## config.mk

```make
export PLATFORM = sky130hd
export DESIGN_NAME = messagepack_token_decoder
export DESIGN_NICKNAME = d
export VERILOG_FILES = /design/src/rtl/core/mptd_pkg.sv /design/src/rtl/core/messagepack_token_decoder.sv
export VERILOG_INCLUDE_DIRS = /design/src /design/src/rtl/core
export SDC_FILE = /design/constraint.sdc
export NUM_CORES = 1
export LEC_CHECK = 0
export BUFFER_PORTS_ARGS = -buffer_cell sky130_fd_sc_hd__buf_4
export CAP_MARGIN = 10
export CELL_PAD_IN_SITES_DETAIL_PLACEMENT = 1
export CELL_PAD_IN_SITES_GLOBAL_PLACEMENT = 1
export CORE_MARGIN = 4
export CORE_UTILIZATION = 38
export CTS_BUF_LIST = sky130_fd_sc_hd__clkbuf_8
export DETAILED_ROUTE_END_ITERATION = 7
export MAX_ROUTING_LAYER = met4
export PLACE_DENSITY = 0.77
export SYNTH_ARGS = -nofsm -noshare
export SYNTH_HDL_FRONTEND = slang
export SYNTH_SLANG_ARGS = --single-unit
```

## constraint.sdc

```tcl
create_clock -name clk -period 5.2 [get_ports clk]
set_clock_uncertainty 0.15 [all_clocks]
set_input_delay 1.04 -clock clk [delete_from_list [all_inputs] [get_ports clk]]
set_output_delay 1.04 -clock clk [all_outputs]
set_load 0.05 [all_outputs]
```

## src/rtl/core/messagepack_token_decoder_macros.svh

```systemverilog
// Assertion macros for the MessagePack token decoder
`ifndef MESSAGEPACK_TOKEN_DECODER_MACROS_SVH
`define MESSAGEPACK_TOKEN_DECODER_MACROS_SVH

// Implication checked on every clock edge outside reset
`define MPTD_ASSERT_IMP(label, ante, cons, msg) \
  label: assert property (@(posedge clk) disable iff (rst) (ante) |-> (cons)) else $error(msg);

// Condition that must never hold outside reset
`define MPTD_ASSERT_NEVER(label, cond, msg) \
  label: assert property (@(posedge clk) disable iff (rst) !(cond)) else $error(msg);

`endif

```

## src/rtl/core/mptd_pkg.sv

```systemverilog
package mptd_pkg;

  // Token kinds on token_kind
  typedef enum logic [3:0] {
    TK_NIL   = 4'd0,
    TK_BOOL  = 4'd1,
    TK_UINT  = 4'd2,
    TK_SINT  = 4'd3,
    TK_F32   = 4'd4,
    TK_F64   = 4'd5,
    TK_STR   = 4'd6,
    TK_BIN   = 4'd7,
    TK_ARR   = 4'd8,
    TK_MAP   = 4'd9,
    TK_PAY   = 4'd10,
    TK_LONG  = 4'd11,
    TK_UNSUP = 4'd12
  } tk_t;

  // Parser phase, one-hot
  typedef enum logic [2:0] {
    PH_HEAD    = 3'b001,
    PH_FOLLOW  = 3'b010,
    PH_PAYLOAD = 3'b100
  } phase_t;

  localparam int unsigned LEN_W   = 32;
  localparam int unsigned VALUE_W = 64;
  localparam int unsigned CNT_W   = 4;

  // Header bytes with fixed meaning
  localparam logic [7:0] HDR_NIL   = 8'hc0;
  localparam logic [7:0] HDR_FALSE = 8'hc2;
  localparam logic [7:0] HDR_TRUE  = 8'hc3;
  localparam logic [7:0] HDR_BIN8  = 8'hc4;
  localparam logic [7:0] HDR_BIN16 = 8'hc5;
  localparam logic [7:0] HDR_BIN32 = 8'hc6;
  localparam logic [7:0] HDR_F32   = 8'hca;
  localparam logic [7:0] HDR_F64   = 8'hcb;
  localparam logic [7:0] HDR_U8    = 8'hcc;
  localparam logic [7:0] HDR_U16   = 8'hcd;
  localparam logic [7:0] HDR_U32   = 8'hce;
  localparam logic [7:0] HDR_U64   = 8'hcf;
  localparam logic [7:0] HDR_S8    = 8'hd0;
  localparam logic [7:0] HDR_S16   = 8'hd1;
  localparam logic [7:0] HDR_S32   = 8'hd2;
  localparam logic [7:0] HDR_S64   = 8'hd3;
  localparam logic [7:0] HDR_STR8  = 8'hd9;
  localparam logic [7:0] HDR_STR16 = 8'hda;
  localparam logic [7:0] HDR_STR32 = 8'hdb;
  localparam logic [7:0] HDR_ARR16 = 8'hdc;
  localparam logic [7:0] HDR_ARR32 = 8'hdd;
  localparam logic [7:0] HDR_MAP16 = 8'hde;
  localparam logic [7:0] HDR_MAP32 = 8'hdf;

endpackage

```

## src/rtl/core/messagepack_token_decoder.sv

```systemverilog
// Channel   Direction  Handshake           Payload
// --------  ---------  ------------------  ------------------------------------
// input     in         in_valid/in_stall   in_byte
// output    out        out_valid/out_stall token_kind, token_value, last_payload
// config    in         cfg_wr_en           cfg_wr_data (payload_limit)
//
// One byte per cycle while in_stall is low: a byte waits in the input register and
// its token, if any, is written into the output register when the byte advances.
// Each byte takes a single combinational decode/shift-accumulate step.
// rst is synchronous: parser returns to header phase, payload_limit to all ones.
// in_stall rises only while the input register is full and a token waits
// under out_stall; bytes that make no token still need the output side free.

module messagepack_token_decoder (
  input  logic        clk,
  input  logic        rst,
  input  logic        in_valid,
  output logic        in_stall,
  input  logic [7:0]  in_byte,
  output logic        out_valid,
  input  logic        out_stall,
  output logic [3:0]  token_kind,
  output logic [63:0] token_value,
  output logic        last_payload,
  input  logic        cfg_wr_en,
  input  logic [31:0] cfg_wr_data
);
  import mptd_pkg::*;

  // Configuration
  logic [LEN_W-1:0]   payload_limit;

  // Input register
  logic               s1_valid;
  logic [7:0]         s1_byte;
  logic               advance;

  // Parser state
  phase_t             phase, phase_next;
  tk_t                pending_kind, pending_kind_next;
  logic [CNT_W-1:0]   follow_bytes_left, follow_bytes_left_next;
  logic [CNT_W-1:0]   follow_total, follow_total_next;
  logic [VALUE_W-1:0] accumulator, accumulator_next;
  logic [LEN_W-1:0]   payload_left, payload_left_next;
  logic               skipping, skipping_next;

  // Token of the current byte
  logic               emit;
  tk_t                emit_kind;
  logic [VALUE_W-1:0] emit_value;
  logic               emit_last;

  // Length token helper signals
  logic               len_go;
  tk_t                len_kind;
  logic [LEN_W-1:0]   len_val;
  logic               len_too_long;

  assign advance  = s1_valid && (!out_valid || !out_stall);
  assign in_stall = s1_valid && !advance;

  // Configuration register
  always_ff @(posedge clk) begin
    if (rst) begin
      payload_limit <= '1;
    end else if (cfg_wr_en) begin
      payload_limit <= cfg_wr_data;
    end
  end

  // Input register
  always_ff @(posedge clk) begin
    if (rst) begin
      s1_valid <= 1'b0;
    end else if (!in_stall) begin
      s1_valid <= in_valid;
    end
  end

  always_ff @(posedge clk) begin
    if (in_valid && !in_stall) begin
      s1_byte <= in_byte;
    end
  end

  // Decode one byte against the parser state
  always_comb begin
    phase_next             = phase;
    pending_kind_next      = pending_kind;
    follow_bytes_left_next = follow_bytes_left;
    follow_total_next      = follow_total;
    accumulator_next       = accumulator;
    payload_left_next      = payload_left;
    skipping_next          = skipping;
    emit                   = 1'b0;
    emit_kind              = TK_NIL;
    emit_value             = '0;
    emit_last              = 1'b0;
    len_go                 = 1'b0;
    len_kind               = TK_STR;
    len_val                = '0;
    len_too_long           = 1'b0;

    unique case (phase)
      PH_FOLLOW: begin
        accumulator_next = {accumulator[VALUE_W-9:0], s1_byte};
        if (follow_bytes_left != '0) begin
          follow_bytes_left_next = follow_bytes_left - 1'b1;
        end
        if (follow_bytes_left_next == '0) begin
          phase_next = PH_HEAD;
          if (pending_kind == TK_STR || pending_kind == TK_BIN) begin
            len_go   = 1'b1;
            len_kind = pending_kind;
            len_val  = accumulator_next[LEN_W-1:0];
          end else begin
            emit      = 1'b1;
            emit_kind = pending_kind;
            emit_value = accumulator_next;
            // sign-extend short signed integers
            if (pending_kind == TK_SINT) begin
              case (follow_total)
                4'd1: emit_value = {{56{accumulator_next[7]}}, accumulator_next[7:0]};
                4'd2: emit_value = {{48{accumulator_next[15]}}, accumulator_next[15:0]};
                4'd4: emit_value = {{32{accumulator_next[31]}}, accumulator_next[31:0]};
                default: emit_value = accumulator_next;
              endcase
            end
          end
        end
      end

      PH_PAYLOAD: begin
        if (payload_left != '0) begin
          payload_left_next = payload_left - 1'b1;
        end
        emit_last = (payload_left_next == '0);
        if (emit_last) begin
          phase_next    = PH_HEAD;
          skipping_next = 1'b0;
        end
        if (!skipping) begin
          emit       = 1'b1;
          emit_kind  = TK_PAY;
          emit_value = {56'd0, s1_byte};
        end
      end

      default: begin
        // header byte; an unused phase code lands here too
        phase_next = PH_HEAD;
        if (!s1_byte[7]) begin
          emit       = 1'b1;
          emit_kind  = TK_UINT;
          emit_value = {56'd0, s1_byte};
        end else if (s1_byte[7:4] == 4'h8) begin
          emit       = 1'b1;
          emit_kind  = TK_MAP;
          emit_value = {60'd0, s1_byte[3:0]};
        end else if (s1_byte[7:4] == 4'h9) begin
          emit       = 1'b1;
          emit_kind  = TK_ARR;
          emit_value = {60'd0, s1_byte[3:0]};
        end else if (s1_byte[7:5] == 3'b101) begin
          len_go   = 1'b1;
          len_kind = TK_STR;
          len_val  = {27'd0, s1_byte[4:0]};
        end else if (s1_byte[7:5] == 3'b111) begin
          emit       = 1'b1;
          emit_kind  = TK_SINT;
          emit_value = {56'hff_ffff_ffff_ffff, s1_byte};
        end else begin
          // fixed headers: most start a follow-byte run, the others emit at once
          accumulator_next = '0;
          phase_next       = PH_FOLLOW;
          unique case (s1_byte)
            HDR_BIN8:  begin pending_kind_next = TK_BIN;  follow_total_next = 4'd1; end
            HDR_BIN16: begin pending_kind_next = TK_BIN;  follow_total_next = 4'd2; end
            HDR_BIN32: begin pending_kind_next = TK_BIN;  follow_total_next = 4'd4; end
            HDR_F32:   begin pending_kind_next = TK_F32;  follow_total_next = 4'd4; end
            HDR_F64:   begin pending_kind_next = TK_F64;  follow_total_next = 4'd8; end
            HDR_U8:    begin pending_kind_next = TK_UINT; follow_total_next = 4'd1; end
            HDR_U16:   begin pending_kind_next = TK_UINT; follow_total_next = 4'd2; end
            HDR_U32:   begin pending_kind_next = TK_UINT; follow_total_next = 4'd4; end
            HDR_U64:   begin pending_kind_next = TK_UINT; follow_total_next = 4'd8; end
            HDR_S8:    begin pending_kind_next = TK_SINT; follow_total_next = 4'd1; end
            HDR_S16:   begin pending_kind_next = TK_SINT; follow_total_next = 4'd2; end
            HDR_S32:   begin pending_kind_next = TK_SINT; follow_total_next = 4'd4; end
            HDR_S64:   begin pending_kind_next = TK_SINT; follow_total_next = 4'd8; end
            HDR_STR8:  begin pending_kind_next = TK_STR;  follow_total_next = 4'd1; end
            HDR_STR16: begin pending_kind_next = TK_STR;  follow_total_next = 4'd2; end
            HDR_STR32: begin pending_kind_next = TK_STR;  follow_total_next = 4'd4; end
            HDR_ARR16: begin pending_kind_next = TK_ARR;  follow_total_next = 4'd2; end
            HDR_ARR32: begin pending_kind_next = TK_ARR;  follow_total_next = 4'd4; end
            HDR_MAP16: begin pending_kind_next = TK_MAP;  follow_total_next = 4'd2; end
            HDR_MAP32: begin pending_kind_next = TK_MAP;  follow_total_next = 4'd4; end
            HDR_NIL: begin
              phase_next       = PH_HEAD;
              accumulator_next = accumulator;
              emit             = 1'b1;
              emit_kind        = TK_NIL;
            end
            HDR_FALSE: begin
              phase_next       = PH_HEAD;
              accumulator_next = accumulator;
              emit             = 1'b1;
              emit_kind        = TK_BOOL;
            end
            HDR_TRUE: begin
              phase_next       = PH_HEAD;
              accumulator_next = accumulator;
              emit             = 1'b1;
              emit_kind        = TK_BOOL;
              emit_value       = 64'd1;
            end
            default: begin
              // extension types and the never-used byte
              phase_next       = PH_HEAD;
              accumulator_next = accumulator;
              emit             = 1'b1;
              emit_kind        = TK_UNSUP;
              emit_value       = {56'd0, s1_byte};
            end
          endcase
          follow_bytes_left_next = (phase_next == PH_FOLLOW) ? follow_total_next
                                                               : follow_bytes_left;
          if (phase_next != PH_FOLLOW) begin
            pending_kind_next = pending_kind;
            follow_total_next = follow_total;
          end
        end
      end
    endcase

    // String/binary length: limit check and payload setup
    if (len_go) begin
      len_too_long = (len_kind == TK_STR) ? (len_val >= payload_limit)
                                          : (len_val > payload_limit);
      emit       = 1'b1;
      emit_kind  = len_too_long ? TK_LONG : len_kind;
      emit_value = {32'd0, len_val};
      if (len_val != '0) begin
        phase_next        = PH_PAYLOAD;
        payload_left_next = len_val;
        skipping_next     = len_too_long;
      end else begin
        phase_next        = PH_HEAD;
        payload_left_next = '0;
        skipping_next     = 1'b0;
      end
    end
  end

  // Parser state registers
  always_ff @(posedge clk) begin
    if (rst) begin
      phase             <= PH_HEAD;
      pending_kind      <= TK_NIL;
      follow_bytes_left <= '0;
      follow_total      <= '0;
      accumulator       <= '0;
      payload_left      <= '0;
      skipping          <= 1'b0;
    end else if (advance) begin
      phase             <= phase_next;
      pending_kind      <= pending_kind_next;
      follow_bytes_left <= follow_bytes_left_next;
      follow_total      <= follow_total_next;
      accumulator       <= accumulator_next;
      payload_left      <= payload_left_next;
      skipping          <= skipping_next;
    end
  end

  // Output register
  always_ff @(posedge clk) begin
    if (rst) begin
      out_valid <= 1'b0;
    end else if (advance) begin
      out_valid <= emit;
    end else if (!out_stall) begin
      out_valid <= 1'b0;
    end
  end

  always_ff @(posedge clk) begin
    if (advance && emit) begin
      token_kind   <= emit_kind;
      token_value  <= emit_value;
      last_payload <= emit_last;
    end
  end

  // Checks
`include "messagepack_token_decoder_macros.svh"

  `MPTD_ASSERT_IMP(a_last_on_payload, out_valid && last_payload, token_kind == TK_PAY,
                   "last mark on a non-payload token")
  `MPTD_ASSERT_IMP(a_stall_cause, in_stall, s1_valid && out_valid && out_stall,
                   "input stalled without a blocked token")
  `MPTD_ASSERT_NEVER(a_payload_count, phase == PH_PAYLOAD && payload_left == '0,
                     "payload phase with no bytes left")
  `MPTD_ASSERT_NEVER(a_follow_count, phase == PH_FOLLOW && follow_bytes_left == '0,
                     "follow phase with no bytes left")

endmodule

```

==> run metrics <==
result of the run finished, final reports clean; critical path fanouts, max 30; number of buffers and inverters on the critical path 2; weighted congestion reported at the end of routability-driven placement 0.938; iteration count of the initial detailed-routing pass 5; type of destination of the critical path flop; fmax 231 MHz; synthesis-to-layout area growth 16.9%; total DRC errors in the routed layout 0; hold violation count in the final report 0; input/output buffers 115; PwrDens 305 nW/um^2; detailed-route wire length on metal 1 17200 um; number of non-filler instances in the completed layout 1761; Total Die Area 31900 um^2; Yosys cell types 75; total number of vias 10179; routed wire length on met2 16600 um; min Tclk post-route 4.32 ns; Met3 Wirelength 2040 um; Filler Cells Inserted 3422; setup fix buffers added after clock tree synthesis 0; Post-synth ARST share 0%; tightest slew margin relative to the limit 26.7%; CP startpoint kind flop; drt total wl 36700 um; Gate Count Post-Synth 1273; height of the die 178 um; max-cap viol count 0; # diodes 0; Stages on worst setup path 15; Hold Crit Class flop to flop; die extent in x 178 um; post-route clock period utilization 83.2%; Total Negative Setup Slacks 0 ns; number of slew-limit violations in the final report 0; largest voltage drop on the vdd net 219 uV; detailed-route wire length per cell 20.9 um; most frequent CP cell sky130_fd_sc_hd__ha_1; uppermost routed layer met4; RSZ-0062 raised after global routing no; Post-Place Setup Slack 0.916 ns; DP HPWL 26500 um; register clock-pin slew on the reported worst setup and hold paths 0.06 ns; Hold Path Depth 2; min setup slack post-route 0.876 ns; post-synthesis average cell area 8.68 um^2; share of synthesized area occupied by flip-flops and latches 45.9%; Resize count post-CTS 0; chain of cells forming the critical path inv_1 -> ha_1 -> nor2b_1 -> a32oi_1 -> nor4_2 -> buf_4 -> or2_2 -> and2_1 -> ha_1 -> a2111oi_0 -> nand4b_1 -> a31oi_1 -> o211ai_1 -> o31ai_1 -> o21ai_0; number of cells on the worst reg-to-reg path 15; Yosys warning total 0; Routed Antenna Nets 0; total routing usage reported by global routing 23.3%; first-pass GRT wire length 57400 um; required time of the critical path 5.33 ns; transition at the pin with the smallest max-transition slack 1.09 ns; Mapped Nets 1353; worst hold slack 0.335 ns; number of clock sinks 215; initial antenna violation count 0; EDFF count, synth 77; slowest stage delay, CP 0.52 ns; number of core rows 62; effective utilization at floorplan 38.5%; num ports 116; classification of the worst setup path flop to flop; TritonCTS Buffers 38; number of placed cells counting well taps 1693; Floorplan Core Area 28700 um^2; number of levels in the clock H-tree 2; number of buffers on the longest clock path 3; CTS tree done; Slowest cell on crit path sky130_fd_sc_hd__a2111oi_0; #FFs+latches synth 215; data arrival time of the critical path 4.45 ns; count of final setup violators 0; Top FF cell, synth sky130_fd_sc_hd__dfxtp_1; largest net degree at the start of global routing 80; quantity of hold-fixing buffers added after cts 0; cell at the root of the clock tree sky130_fd_sc_hd__clkbuf_8; fraction of final layout cells with drive strength greater than 1 15.6%; grt total ovfl 0; cell type group with the largest total delay on the critical path compound AO/OA/AOI/OAI gates; post-synthesis cell area 11000 um^2; initial detailed-routing violation count 789; number of vias per cell after detailed routing 5.78; insertion delay to the later sink of the worst-skew pair 0.55 ns; vias in the first global route 10106; post-layout net count 1429; Pleak 5.43 nW
[state kept, by name (all words and copies together), names as in the netlist]
name,flops
skipping,1
phase,3
pending_kind,4
payload_limit,32
payload_left,32
s1_valid,1
last_payload,1
s1_byte,8
follow_total,4
accumulator,56
token_value,64
token_kind,4
out_valid,1
follow_bytes_left,4
[layer usage]
layer	global-route usage, %	vias up
met1	32.6	4988
met3	3.54	70
met5	-	-
li1	-	4806
met2	35.2	315
met4	6.52	0
[Yosys cell counts (9+ instances only)]
library cell	count	area [um^2]
sky130_fd_sc_hd__a21o_1	31	233
sky130_fd_sc_hd__a21oi_1	101	505
sky130_fd_sc_hd__a22oi_1	62	465
sky130_fd_sc_hd__and2_1	39	244
sky130_fd_sc_hd__buf_1	9	33.8
sky130_fd_sc_hd__clkbuf_1	81	304
sky130_fd_sc_hd__dfxtp_1	138	2760
sky130_fd_sc_hd__edfxtp_1	77	2310
sky130_fd_sc_hd__ha_1	35	438
sky130_fd_sc_hd__inv_1	42	158
sky130_fd_sc_hd__nand2_1	111	417
sky130_fd_sc_hd__nand3_1	15	75.1
sky130_fd_sc_hd__nand4_1	21	131
sky130_fd_sc_hd__nor2_1	155	582
sky130_fd_sc_hd__nor3_1	34	170
sky130_fd_sc_hd__nor4_1	24	150
sky130_fd_sc_hd__o211ai_1	33	248
sky130_fd_sc_hd__o21ai_0	105	526
[layout by cell type (no fill, tap or decap), types with 15 or more instances in the layout]
master / netlist / final
sky130_fd_sc_hd__nor2_1: 155 / 153
sky130_fd_sc_hd__dfxtp_1: 138 / 138
sky130_fd_sc_hd__buf_4: 4 / 135
sky130_fd_sc_hd__nand2_1: 111 / 110
sky130_fd_sc_hd__o21ai_0: 105 / 104
sky130_fd_sc_hd__a21oi_1: 101 / 99
sky130_fd_sc_hd__edfxtp_1: 77 / 77
sky130_fd_sc_hd__a22oi_1: 62 / 62
sky130_fd_sc_hd__inv_1: 42 / 59
sky130_fd_sc_hd__clkbuf_8: 0 / 45
sky130_fd_sc_hd__and2_1: 39 / 39
sky130_fd_sc_hd__ha_1: 35 / 35
sky130_fd_sc_hd__nor3_1: 34 / 34
sky130_fd_sc_hd__o211ai_1: 33 / 33
sky130_fd_sc_hd__a21o_1: 31 / 31
sky130_fd_sc_hd__nor4_1: 24 / 23
sky130_fd_sc_hd__nand4_1: 21 / 21
sky130_fd_sc_hd__nand3_1: 15 / 15
[worst reg2reg max path, stage by stage, from the launching register on]
cell and delay, ns:
sky130_fd_sc_hd__dfxtp_1 0.38, sky130_fd_sc_hd__inv_1 0.09, sky130_fd_sc_hd__ha_1 0.26, sky130_fd_sc_hd__nor2b_1 0.18, sky130_fd_sc_hd__a32oi_1 0.29, sky130_fd_sc_hd__nor4_2 0.08, sky130_fd_sc_hd__buf_4 0.24, sky130_fd_sc_hd__or2_2 0.39
sky130_fd_sc_hd__and2_1 0.19, sky130_fd_sc_hd__ha_1 0.17, sky130_fd_sc_hd__a2111oi_0 0.52, sky130_fd_sc_hd__nand4b_1 0.16, sky130_fd_sc_hd__a31oi_1 0.20, sky130_fd_sc_hd__o211ai_1 0.14, sky130_fd_sc_hd__o31ai_1 0.44, sky130_fd_sc_hd__o21ai_0 0.17
[cell families (layout without fill, tap and decap cells)]
logic type	count (synthesis)	in the layout	share of synthesized area (%)
AND/OR/NAND/NOR	464	464	20.5
AO/OA/AOI/OAI	404	404	23.3
flip-flops	215	215	45.9
buffers and inverters	142	246	5.20
adder cells (fa/ha/maj)	35	35	3.97
XOR/XNOR	8	8	0.634
multiplexers	5	5	0.453
[final timing paths]
check                                          start               end  slack (ns)
worst min register to register      payload_limit[8]  payload_limit[8]        0.33
worst max-delay path            follow_bytes_left[0]     token_kind[3]        0.88
worst max register to register  follow_bytes_left[0]     token_kind[3]        0.88
worst min-delay path                payload_limit[8]  payload_limit[8]        0.33
[through the flow]
step | total power [mW] | cell area, um^2 | utilization [%]
2_1_floorplan | 2.26 | 11000 | -
3_3_place_gp | 2.44 | 12200 | 42.4
3_5_place_dp | 2.45 | 12200 | 42.4
4_1_cts | 3.97 | 12900 | 45.0
5_1_grt | 4.11 | 12900 | 45.0
6_report | 3.93 | 12900 | 45.0
[final cells by class]
class | count | area [um^2] | share of cell area [%]
multi-input cells | 916 | 5440 | 42.1
inverters | 42 | 158 | 1.22
clock inverters | 23 | 113 | 0.872
well taps | 384 | 480 | 3.72
clock buffers | 45 | 619 | 4.80
flip-flops and latches | 215 | 5070 | 39.3
repair buffers | 136 | 1030 | 8.00
[report_power, final]
group / switching, mW / total [mW] / internal [mW]
registers: 0.0320 / 1.83 / 1.79
clock network: 0.721 / 1.51 / 0.793
logic: 0.398 / 0.594 / 0.197
Power figures use the tool's default switching activity.
